File: src/design/rprop_pkg.sv
package rprop_pkg;

  localparam int STEP_BITS     = 31;
  localparam int FACTOR_BITS   = 16;
  localparam int FACTOR_SHIFT  = 14;
  localparam int DZ_BITS       = 16;
  localparam int CFG_ADDR_BITS = 8;
  localparam int CFG_DATA_BITS = 32;

  localparam logic [STEP_BITS-1:0]   STEP_MIN_RST    = 31'd1;
  localparam logic [STEP_BITS-1:0]   STEP_MAX_RST    = 31'd838860800;
  localparam logic [FACTOR_BITS-1:0] STEP_GROW_RST   = 16'd19661;
  localparam logic [FACTOR_BITS-1:0] STEP_SHRINK_RST = 16'd8192;

  typedef enum logic [CFG_ADDR_BITS-1:0] {
    CFG_BACKTRACK   = 8'd0,
    CFG_STEP_MIN    = 8'd1,
    CFG_STEP_MAX    = 8'd2,
    CFG_STEP_GROW   = 8'd3,
    CFG_STEP_SHRINK = 8'd4,
    CFG_L1_WEIGHT   = 8'd5,
    CFG_L1_CUTOFF   = 8'd6,
    CFG_DEAD_ZONE   = 8'd7
  } cfg_addr_e;

  typedef struct packed {
    logic                   backtrack_mode;
    logic [STEP_BITS-1:0]   step_min;
    logic [STEP_BITS-1:0]   step_max;
    logic [FACTOR_BITS-1:0] step_grow;
    logic [FACTOR_BITS-1:0] step_shrink;
    logic [STEP_BITS-1:0]   l1_weight;
    logic                   l1_cutoff;
    logic [DZ_BITS-1:0]     dead_zone;
  } rprop_cfg_t;

endpackage

File: src/design/rprop_cfg_regs.sv
module rprop_cfg_regs
  import rprop_pkg::*;
(
  input  logic                     clk_i,
  input  logic                     rst_ni,
  input  logic                     cfg_valid_i,
  output logic                     cfg_ready_o,
  input  logic [CFG_ADDR_BITS-1:0] cfg_addr_i,
  input  logic [CFG_DATA_BITS-1:0] cfg_data_i,
  output rprop_cfg_t               cfg_o
);

  rprop_cfg_t cfg_q, cfg_d;

  assign cfg_ready_o = 1'b1;
  assign cfg_o       = cfg_q;

  always_comb begin
    cfg_d = cfg_q;
    if (cfg_valid_i) begin
      case (cfg_addr_i)
        CFG_BACKTRACK:   cfg_d.backtrack_mode = cfg_data_i[0];
        CFG_STEP_MIN:    cfg_d.step_min       = cfg_data_i[STEP_BITS-1:0];
        CFG_STEP_MAX:    cfg_d.step_max       = cfg_data_i[STEP_BITS-1:0];
        CFG_STEP_GROW:   cfg_d.step_grow      = cfg_data_i[FACTOR_BITS-1:0];
        CFG_STEP_SHRINK: cfg_d.step_shrink    = cfg_data_i[FACTOR_BITS-1:0];
        CFG_L1_WEIGHT:   cfg_d.l1_weight      = cfg_data_i[STEP_BITS-1:0];
        CFG_L1_CUTOFF:   cfg_d.l1_cutoff      = cfg_data_i[0];
        CFG_DEAD_ZONE:   cfg_d.dead_zone      = cfg_data_i[DZ_BITS-1:0];
        default: ;  // drop writes beyond the register list
      endcase
    end
  end

  always_ff @(posedge clk_i or negedge rst_ni) begin
    if (!rst_ni) begin
      cfg_q.backtrack_mode <= 1'b1;
      cfg_q.step_min       <= STEP_MIN_RST;
      cfg_q.step_max       <= STEP_MAX_RST;
      cfg_q.step_grow      <= STEP_GROW_RST;
      cfg_q.step_shrink    <= STEP_SHRINK_RST;
      cfg_q.l1_weight      <= '0;
      cfg_q.l1_cutoff      <= 1'b0;
      cfg_q.dead_zone      <= '0;
    end else begin
      cfg_q <= cfg_d;
    end
  end

endmodule

File: src/design/rprop_update_core.sv
module rprop_update_core
  import rprop_pkg::*;
#(
  parameter int VALUE_BITS = 32
) (
  input  rprop_cfg_t                     cfg_i,
  input  logic signed [VALUE_BITS-1:0]   weight_i,
  input  logic signed [VALUE_BITS-1:0]   gradient_i,
  input  logic signed [VALUE_BITS-1:0]   prior_weight_i,
  input  logic        [STEP_BITS-1:0]    step_size_i,
  input  logic signed [VALUE_BITS-1:0]   prior_gradient_i,
  output logic signed [VALUE_BITS-1:0]   new_weight_o,
  output logic signed [VALUE_BITS-1:0]   new_prior_weight_o,
  output logic        [STEP_BITS-1:0]    new_step_size_o,
  output logic signed [VALUE_BITS-1:0]   new_prior_gradient_o,
  output logic                           saturated_o
);

  localparam int EW   = ((VALUE_BITS > 32) ? VALUE_BITS : 32) + 3;
  localparam int PW   = STEP_BITS + FACTOR_BITS;
  localparam int SCW  = PW - FACTOR_SHIFT;

  typedef logic signed [EW-1:0] ext_t;
  typedef struct packed {
    logic neg;
    logic pos;
  } sgn_t;

  localparam ext_t VMAX = (ext_t'(1) <<< (VALUE_BITS - 1)) - ext_t'(1);
  localparam ext_t VMIN = -VMAX - ext_t'(1);

  function automatic sgn_t dz_sign(ext_t v, ext_t dz);
    sgn_t s;
    s.neg = (v < -dz);
    s.pos = (v > dz);
    return s;
  endfunction

  function automatic ext_t clamp(ext_t v);
    ext_t r;
    r = v;
    if (v > VMAX) r = VMAX;
    else if (v < VMIN) r = VMIN;
    return r;
  endfunction

  ext_t x, g, xp, gp, rho, dz;
  ext_t pg_raw, pg, sum;
  sgn_t sx, sg, spg, sgp;
  logic wbt, l1_on, orth, cutm, in_band, cut;
  logic prod_pos, prod_neg, add_pos, add_neg;
  logic [PW-1:0]        grow_p, shrink_p;
  logic [SCW-1:0]       grow_sc, shrink_sc;
  logic [STEP_BITS-1:0] grow_st, shrink_st, stp_new;

  assign x    = ext_t'(weight_i);
  assign g    = ext_t'(gradient_i);
  assign xp   = ext_t'(prior_weight_i);
  assign gp   = ext_t'(prior_gradient_i);
  assign rho  = ext_t'(cfg_i.l1_weight);
  assign dz   = ext_t'(cfg_i.dead_zone);

  assign wbt   = cfg_i.backtrack_mode;
  assign l1_on = (cfg_i.l1_weight != '0);
  assign orth  = l1_on && !cfg_i.l1_cutoff;
  assign cutm  = l1_on && cfg_i.l1_cutoff;

  assign sx = dz_sign(x, dz);

  // orthant pseudo gradient; only its sign is used further on
  always_comb begin
    if (sx.neg)       pg_raw = g - rho;
    else if (sx.pos)  pg_raw = g + rho;
    else if (g < -rho) pg_raw = g + rho;
    else if (g > rho) pg_raw = g - rho;
    else              pg_raw = '0;
  end

  assign pg  = orth ? clamp(pg_raw) : g;
  assign spg = dz_sign(pg, dz);
  assign sg  = dz_sign(g, dz);
  assign sgp = dz_sign(gp, dz);

  always_comb begin
    if (sx.pos)      in_band = (g < 0) && (g > -(rho <<< 1));
    else if (sx.neg) in_band = (g > 0) && (g < (rho <<< 1));
    else             in_band = (g > -rho) && (g < rho);
  end

  assign cut = cutm && in_band &&
               ((x == 0) ||
                ((((gp < 0) && (g > 0)) || ((gp > 0) && (g < 0))) &&
                 (((xp < 0) && (x > 0)) || ((xp > 0) && (x < 0)))));

  assign prod_pos = (sgp.pos && spg.pos) || (sgp.neg && spg.neg);
  assign prod_neg = (sgp.pos && spg.neg) || (sgp.neg && spg.pos);

  // both scaled steps in parallel, chosen by the sign product
  assign grow_p    = PW'(step_size_i) * PW'(cfg_i.step_grow);
  assign shrink_p  = PW'(step_size_i) * PW'(cfg_i.step_shrink);
  assign grow_sc   = grow_p[PW-1:FACTOR_SHIFT];
  assign shrink_sc = shrink_p[PW-1:FACTOR_SHIFT];

  always_comb begin
    grow_st = (grow_sc[SCW-1:STEP_BITS] != '0) ? '1 : grow_sc[STEP_BITS-1:0];
    if (grow_st > cfg_i.step_max) grow_st = cfg_i.step_max;
    shrink_st = (shrink_sc[SCW-1:STEP_BITS] != '0) ? '1 : shrink_sc[STEP_BITS-1:0];
    if (shrink_st < cfg_i.step_min) shrink_st = cfg_i.step_min;
  end

  assign stp_new = prod_pos ? grow_st : (prod_neg ? shrink_st : step_size_i);

  always_comb begin
    new_weight_o         = weight_i;
    new_prior_weight_o   = prior_weight_i;
    new_step_size_o      = step_size_i;
    new_prior_gradient_o = gradient_i;
    add_pos              = 1'b0;
    add_neg              = 1'b0;
    sum                  = x;
    saturated_o          = 1'b0;
    if (cut) begin
      new_weight_o = '0;
      if (wbt) new_prior_weight_o = weight_i;
    end else begin
      new_step_size_o = stp_new;
      if (!wbt || prod_pos) begin
        // move against the gradient; orthant mode moves only against the pseudo gradient
        if (orth) begin
          add_pos = sg.pos ? 1'b0 : (sg.neg && spg.neg);
          add_neg = sg.pos && spg.pos;
        end else begin
          add_pos = sg.neg;
          add_neg = sg.pos;
        end
        if (wbt) new_prior_weight_o = weight_i;
      end else if (prod_neg) begin
        // backtrack to the saved weight
        new_weight_o         = prior_weight_i;
        new_prior_gradient_o = '0;
      end else begin
        new_prior_weight_o = weight_i;
        if (!orth) begin
          add_pos = spg.neg;
          add_neg = spg.pos;
        end
      end
      if (!wbt || !prod_neg) begin
        if (add_pos)      sum = x + ext_t'(stp_new);
        else if (add_neg) sum = x - ext_t'(stp_new);
        saturated_o  = (sum > VMAX) || (sum < VMIN);
        new_weight_o = VALUE_BITS'(clamp(sum));
      end
    end
  end

endmodule

File: src/design/rprop_weight_update.sv
// Channel  Direction  Handshake                 Payload
// in       input      in_valid_i / in_stall_o    weight, gradient, prior_weight, step_size,
//                                                prior_gradient
// out      output     out_valid_o / out_stall_i  new_weight, new_prior_weight, new_step_size,
//                                                new_prior_gradient, saturated
// cfg      input      cfg_valid_i / cfg_ready_o  cfg_addr_i, cfg_data_i
//
// One weight per cycle while in_stall_o is low; each accepted beat passes through:
// an input register, one pass through the update datapath (step multiply, then the
// saturating weight add), and the result register.
// Reset clears both valid flags and loads the register defaults; no clearing pass.
// A stalled result holds in the output register while one more beat waits in the input
// register; in_stall_o rises only when both are full and out_stall_i is high.
// cfg_ready_o is always high.
module rprop_weight_update
  import rprop_pkg::*;
#(
  parameter int VALUE_BITS = 32
) (
  input  logic                           clk_i,
  input  logic                           rst_ni,
  input  logic                           cfg_valid_i,
  output logic                           cfg_ready_o,
  input  logic        [CFG_ADDR_BITS-1:0] cfg_addr_i,
  input  logic        [CFG_DATA_BITS-1:0] cfg_data_i,
  input  logic                           in_valid_i,
  output logic                           in_stall_o,
  input  logic signed [VALUE_BITS-1:0]   weight_i,
  input  logic signed [VALUE_BITS-1:0]   gradient_i,
  input  logic signed [VALUE_BITS-1:0]   prior_weight_i,
  input  logic        [STEP_BITS-1:0]    step_size_i,
  input  logic signed [VALUE_BITS-1:0]   prior_gradient_i,
  output logic                           out_valid_o,
  input  logic                           out_stall_i,
  output logic signed [VALUE_BITS-1:0]   new_weight_o,
  output logic signed [VALUE_BITS-1:0]   new_prior_weight_o,
  output logic        [STEP_BITS-1:0]    new_step_size_o,
  output logic signed [VALUE_BITS-1:0]   new_prior_gradient_o,
  output logic                           saturated_o
);

  rprop_cfg_t cfg;

  logic                         s1_valid_q, s1_valid_d;
  logic                         out_valid_q, out_valid_d;
  logic                         advance, in_take;
  logic signed [VALUE_BITS-1:0] w_q, g_q, wp_q, gp_q;
  logic        [STEP_BITS-1:0]  st_q;

  logic signed [VALUE_BITS-1:0] nw, nwp, ngp;
  logic        [STEP_BITS-1:0]  nst;
  logic                         nsat;

  logic signed [VALUE_BITS-1:0] nw_q, nwp_q, ngp_q;
  logic        [STEP_BITS-1:0]  nst_q;
  logic                         nsat_q;

  rprop_cfg_regs u_cfg (
    .clk_i       (clk_i),
    .rst_ni      (rst_ni),
    .cfg_valid_i (cfg_valid_i),
    .cfg_ready_o (cfg_ready_o),
    .cfg_addr_i  (cfg_addr_i),
    .cfg_data_i  (cfg_data_i),
    .cfg_o       (cfg)
  );

  rprop_update_core #(
    .VALUE_BITS (VALUE_BITS)
  ) u_core (
    .cfg_i                (cfg),
    .weight_i             (w_q),
    .gradient_i           (g_q),
    .prior_weight_i       (wp_q),
    .step_size_i          (st_q),
    .prior_gradient_i     (gp_q),
    .new_weight_o         (nw),
    .new_prior_weight_o   (nwp),
    .new_step_size_o      (nst),
    .new_prior_gradient_o (ngp),
    .saturated_o          (nsat)
  );

  // advance the input stage whenever the result register is free or being taken
  assign advance     = !out_valid_q || !out_stall_i;
  assign in_stall_o  = s1_valid_q && !advance;
  assign in_take     = in_valid_i && !in_stall_o;
  assign s1_valid_d  = in_stall_o ? s1_valid_q : in_valid_i;
  assign out_valid_d = advance ? s1_valid_q : out_valid_q;

  always_ff @(posedge clk_i or negedge rst_ni) begin
    if (!rst_ni) begin
      s1_valid_q  <= 1'b0;
      out_valid_q <= 1'b0;
    end else begin
      s1_valid_q  <= s1_valid_d;
      out_valid_q <= out_valid_d;
    end
  end

  always_ff @(posedge clk_i) begin
    if (in_take) begin
      w_q  <= weight_i;
      g_q  <= gradient_i;
      wp_q <= prior_weight_i;
      st_q <= step_size_i;
      gp_q <= prior_gradient_i;
    end
    if (advance && s1_valid_q) begin
      nw_q   <= nw;
      nwp_q  <= nwp;
      nst_q  <= nst;
      ngp_q  <= ngp;
      nsat_q <= nsat;
    end
  end

  assign out_valid_o          = out_valid_q;
  assign new_weight_o         = nw_q;
  assign new_prior_weight_o   = nwp_q;
  assign new_step_size_o      = nst_q;
  assign new_prior_gradient_o = ngp_q;
  assign saturated_o          = nsat_q;

endmodule
File: config.mk
export PLATFORM = sky130hd
export DESIGN_NAME = rprop_weight_update
export DESIGN_NICKNAME = d
export VERILOG_FILES = /design/src/design/rprop_pkg.sv /design/src/design/rprop_cfg_regs.sv /design/src/design/rprop_update_core.sv /design/src/design/rprop_weight_update.sv
export SDC_FILE = /design/constraint.sdc
export NUM_CORES = 2
export LEC_CHECK = 0
export BUFFER_PORTS_ARGS = -buffer_cell sky130_fd_sc_hd__buf_4
export CAP_MARGIN = 0
export CORE_UTILIZATION = 55
export DETAILED_ROUTE_END_ITERATION = 16
export MAX_ROUTING_LAYER = met4
export PLACE_DENSITY = 0.76
export SYNTH_ARGS = -nofsm -noshare
export SYNTH_HDL_FRONTEND = slang
export SYNTH_SLANG_ARGS = --single-unit
File: constraint.sdc
create_clock -name clk_i -period 14.4 [get_ports clk_i]
set_clock_uncertainty 0.15 [all_clocks]
set_input_delay 2.88 -clock clk_i [delete_from_list [all_inputs] [get_ports clk_i]]
set_output_delay 2.88 -clock clk_i [all_outputs]
set_load 0.01 [all_outputs]
==> metrics.md <==
| Metric | Value |
|---|---|
| Post-synthesis cell area | `approximately 66000 µm²` |
| Post-layout utilization of the core | `roughly two thirds` |
| Reg2Reg Capture Point | `new_weight_o[3]` |
| Layout cell share with drive strength beyond 1 | `between 10% and 20%` |
| Number of max-cap violations | `0` |
| Summed negative setup slack over all endpoints | `-4.40 ns` |
| R2R setup slack | `-0.18 ns` |
| Die area | `121000 µm²` |
| Arrival time of the worst setup path | `14.80 ns` |
| VDD IR-drop max | `0.149 mV` |
| Clock tree from TritonCTS | `yes` |
| Worst max-slew margin expressed relative to the limit | `roughly a tenth` |
| Initial antenna violation count | `20` |
| Maximum clock path buffer count | `3` |
| Slew of the pin with the lowest slew margin | `roughly 1.3 ns` |
| Cell types with the largest area share after synthesis | `sky130_fd_sc_hd__fa_1 25%, sky130_fd_sc_hd__ha_1 14%, sky130_fd_sc_hd__edfxtp_1 13%, sky130_fd_sc_hd__nand2_1 5.8%, sky130_fd_sc_hd__inv_1 5.8%` |
| Global-route congestion overflow total | `0` |
| Via/cell ratio | `6.13` |
| Critical Path Sink Type | `flop` |
| Worst Hold Launch | `s1_valid_q` |
| Number of top-level design ports | `335` |
| Worst-path maximum fanout | `13` |
| Final worst-path cycle share | `101%` |
| First-pass iteration count of the detailed router | `7` |
| Layout overhead on the synthesized area | `18.9%` |
| Sequential share of the synthesized area | `18.6%` |
| Die span in x | `between 300 and 400 µm` |
| Element type at the critical path start | `flop` |
| Post-CTS Hold Fix Bufs | `0` |
| Core outline area | `118000 µm²` |
| FF-to-FF Start | `u_cfg.cfg_o[70]` |
| Number of core rows | `approximately 130` |
| Classification of the worst-slack hold path | `flop to flop` |
| Detail Placement HPWL | `188000 µm` |
| Number of global-route vias before repair | `59600` |
| Max H-tree Level | `2` |
| Number of max-slew violations in the final report | `0` |
| Wire length reported by the detailed router | `236000 µm` |
| Post-synthesis instance total | `7186` |
| Portion of synthesized cell area occupied by the leading cell type | `24.6%` |
| Power density over the cells | `151 nW/µm²` |
| Hold Vio Cnt, Final | `0` |
| Post-route worst setup slack | `-0.181 ns` |
| Insertion delay of the later-clocked pin in the worst-skew pair | `about 0.71 ns` |
| Setup repair after global routing missed its margin | `true` |
| EDFF count, synth | `287` |
| Synth warn | `0` |
| Maximum number of pins on one net before global-route repair | `75` |
| Starting utilization of the core area | `55.6%` |
| Most common library cells after synthesis | `1015 x sky130_fd_sc_hd__nand2_1, 1011 x sky130_fd_sc_hd__inv_1, 810 x sky130_fd_sc_hd__fa_1` |
| Number of violations reported at the end of detailed-routing iteration 0 | `6053` |
| Worst-path cell with the longest stage delay | `sky130_fd_sc_hd__dfstp_2` |
| Mapped Nets | `~9000` |
| Outcome | `finished, violations left` |
| Aggregate global-route resource usage | `40.0%` |
| Average instance area after synthesis | `between 9 and 10 µm²` |
| Routed wirelength normalized by instance count | `~24 µm` |
| Source of the critical timing path | `u_cfg.cfg_o[70]` |
| TritonCTS Buffers | `53` |
| Total power after layout | `around 12000 µW` |
| Crit path to | `new_weight_o[3]` |
| Worst path required time | `14.62 ns` |
| Share of synthesized flip-flops with an asynchronous set or reset | `about a third` |
| Wire length of the first global-routing pass | `357000 µm` |
| # DRC | `0` |
| Cell taking the most area after synthesis | `sky130_fd_sc_hd__fa_1` |
| Clk pin slew, worst setup/hold paths | `0.07 ns` |
| Count leader, synth | `sky130_fd_sc_hd__nand2_1` |
| Achievable clock frequency | `0.0686 GHz` |
| Hold Slack | `0.342 ns` |
| TritonCTS sink count | `roughly 430` |
| Chip height | `348 µm` |
| Worst reg-to-reg path cell count | `67` |
| RD Place Congestion | `1.06` |
| NumNets Final | `9715` |
| Number of unique standard cell types used by synthesis | `107` |
| Number of vias after detailed routing | `between 50000 and 60000` |
| Static leakage | `roughly 0.037 µW` |
| Cell repeated most along the worst path | `sky130_fd_sc_hd__buf_4` |
| Final count of negative-setup-slack endpoints | `31` |
| Root buffer selected by CTS | `sky130_fd_sc_hd__clkbuf_16` |
| Post-synth top flop | `sky130_fd_sc_hd__edfxtp_1` |
| Biggest cell delay along the critical path | `0.58 ns` |
| Fillers | `slightly above 9000` |
| Input/output buffers | `332` |
| Failing checks | `setup timing` |
| Final ANT Viol Nets | `0` |
| Final period demand of the worst path | `between 10 and 15 ns` |
| Minimum setup slack after placement | `-1.67 ns` |
| Type of the setup path with the least slack | `flop to flop` |
| Count of state elements after synthesis | `432` |
cell families after synthesis:
logic type               count (synthesis)  synth area share (%)
other                                    1               0.00570
adder cells (fa/ha/maj)               1533                  38.4
flip-flops                             432                  18.6
multiplexers                           227                  3.77
buffers and inverters                 1384                  8.06
AND/OR/NAND/NOR                       2190                  15.9
AO/OA/AOI/OAI                         1266                  13.2
XOR/XNOR                               153                  2.04
worst max-delay path, delay by kind of cell, from the launching register on:
family	cells	cell delay, ns
mux	1	0.21
fa+ha+maj	10	3.88
compound gates	36	6.59
buf+inv	13	1.81
simple gates	7	1.02
flops	1	0.58
cell type report:
cell class	count	area (µm²)	area share, %
Antenna cell	14	35.0	0.0448
Clock buffer	60	1350	1.73
Clock inverter	39	529	0.676
Inverter	1011	3790	4.85
Multi-Input combinational cell	5370	49300	63.0
Sequential cell	432	12300	15.7
Tap cell	1600	2000	2.56
Timing Repair Buffer	1111	8950	11.4
flip-flops by register name (all words and copies together) (netlist names):
| register | flops |
|---|---|
| g_q | 32 |
| gp_q | 32 |
| new_prior_gradient_o | 32 |
| new_prior_weight_o | 32 |
| new_step_size_o | 31 |
| new_weight_o | 32 |
| out_valid_o | 1 |
| s1_valid_q | 1 |
| saturated_o | 1 |
| st_q | 31 |
| u_cfg.cfg_o | 143 |
| w_q | 32 |
| wp_q | 32 |
stage by stage:
step / area, µm² / std cells
after floorplan: 65800 / 7186
after global placement: 74700 / 9460
after detailed placement: 74700 / 9460
after CTS: 77300 / 9593
after global routing: 78300 / 9637
final: 78300 / 9637
placed cells by master, fill, tap and decap left out, types with 30 or more instances in the layout:
cell	n
sky130_fd_sc_hd__a211oi_1	40
sky130_fd_sc_hd__a21o_1	111
sky130_fd_sc_hd__a21oi_1	243
sky130_fd_sc_hd__a221oi_1	48
sky130_fd_sc_hd__and2_1	283
sky130_fd_sc_hd__buf_12	36
sky130_fd_sc_hd__buf_4	1046
sky130_fd_sc_hd__clkbuf_16	54
sky130_fd_sc_hd__dfrtp_1	130
sky130_fd_sc_hd__edfxtp_1	287
sky130_fd_sc_hd__fa_1	808
sky130_fd_sc_hd__ha_1	706
sky130_fd_sc_hd__inv_1	1006
sky130_fd_sc_hd__mux2_1	30
sky130_fd_sc_hd__mux2_2	125
sky130_fd_sc_hd__mux2i_1	65
sky130_fd_sc_hd__nand2_1	1007
sky130_fd_sc_hd__nand2b_1	64
sky130_fd_sc_hd__nand3_1	64
sky130_fd_sc_hd__nand4_1	82
sky130_fd_sc_hd__nor2_1	260
sky130_fd_sc_hd__nor2b_1	101
sky130_fd_sc_hd__nor3_1	79
sky130_fd_sc_hd__nor4_1	73
sky130_fd_sc_hd__o211ai_1	42
sky130_fd_sc_hd__o21a_1	89
sky130_fd_sc_hd__o21ai_0	254
sky130_fd_sc_hd__o21bai_1	31
sky130_fd_sc_hd__o22ai_1	30
sky130_fd_sc_hd__xnor2_1	113
sky130_fd_sc_hd__xor2_1	40
what timing repair did:
action	in CTS	in global routing
gates cloned	2	1
resized for setup	104	122
setup buffers	32	31
endpoints found under the setup margin	33	33
pin swaps	58	122
where the power goes:
part / total, µW / switching, µW / internal (µW) / leakage [µW]
registers: 1790 / 147 / 1640 / 0.00444
clock network: 1500 / 648 / 851 / 0.000913
logic: 8500 / 4810 / 3700 / 0.0318
total: 11800 / 5600 / 6190 / 0.0372
layer usage:
metal | track usage, % | routed length (µm) | part of all wire (%) | vias up
met1 | 52.3 | 91100 | 39 | 29200
met4 | 18.9 | 14100 | 6.0 | 0
li1 | - | - | - | 25700
met5 | - | 0 | 0 | -
met3 | 8.81 | 27900 | 12 | 666
met2 | 59.0 | 102000 | 43 | 3396
worst min-delay path by stage:
stage,end,slack [ns],cells after the start
after floorplan,out_valid_o,0.29,1
after global placement,out_valid_o,0.31,1
after detailed placement,out_valid_o,0.32,1
after CTS,out_valid_o,0.34,1
after global routing,out_valid_o,0.36,1
final,out_valid_o,0.34,1
No activity file was read; power rests on OpenSTA's default activity.
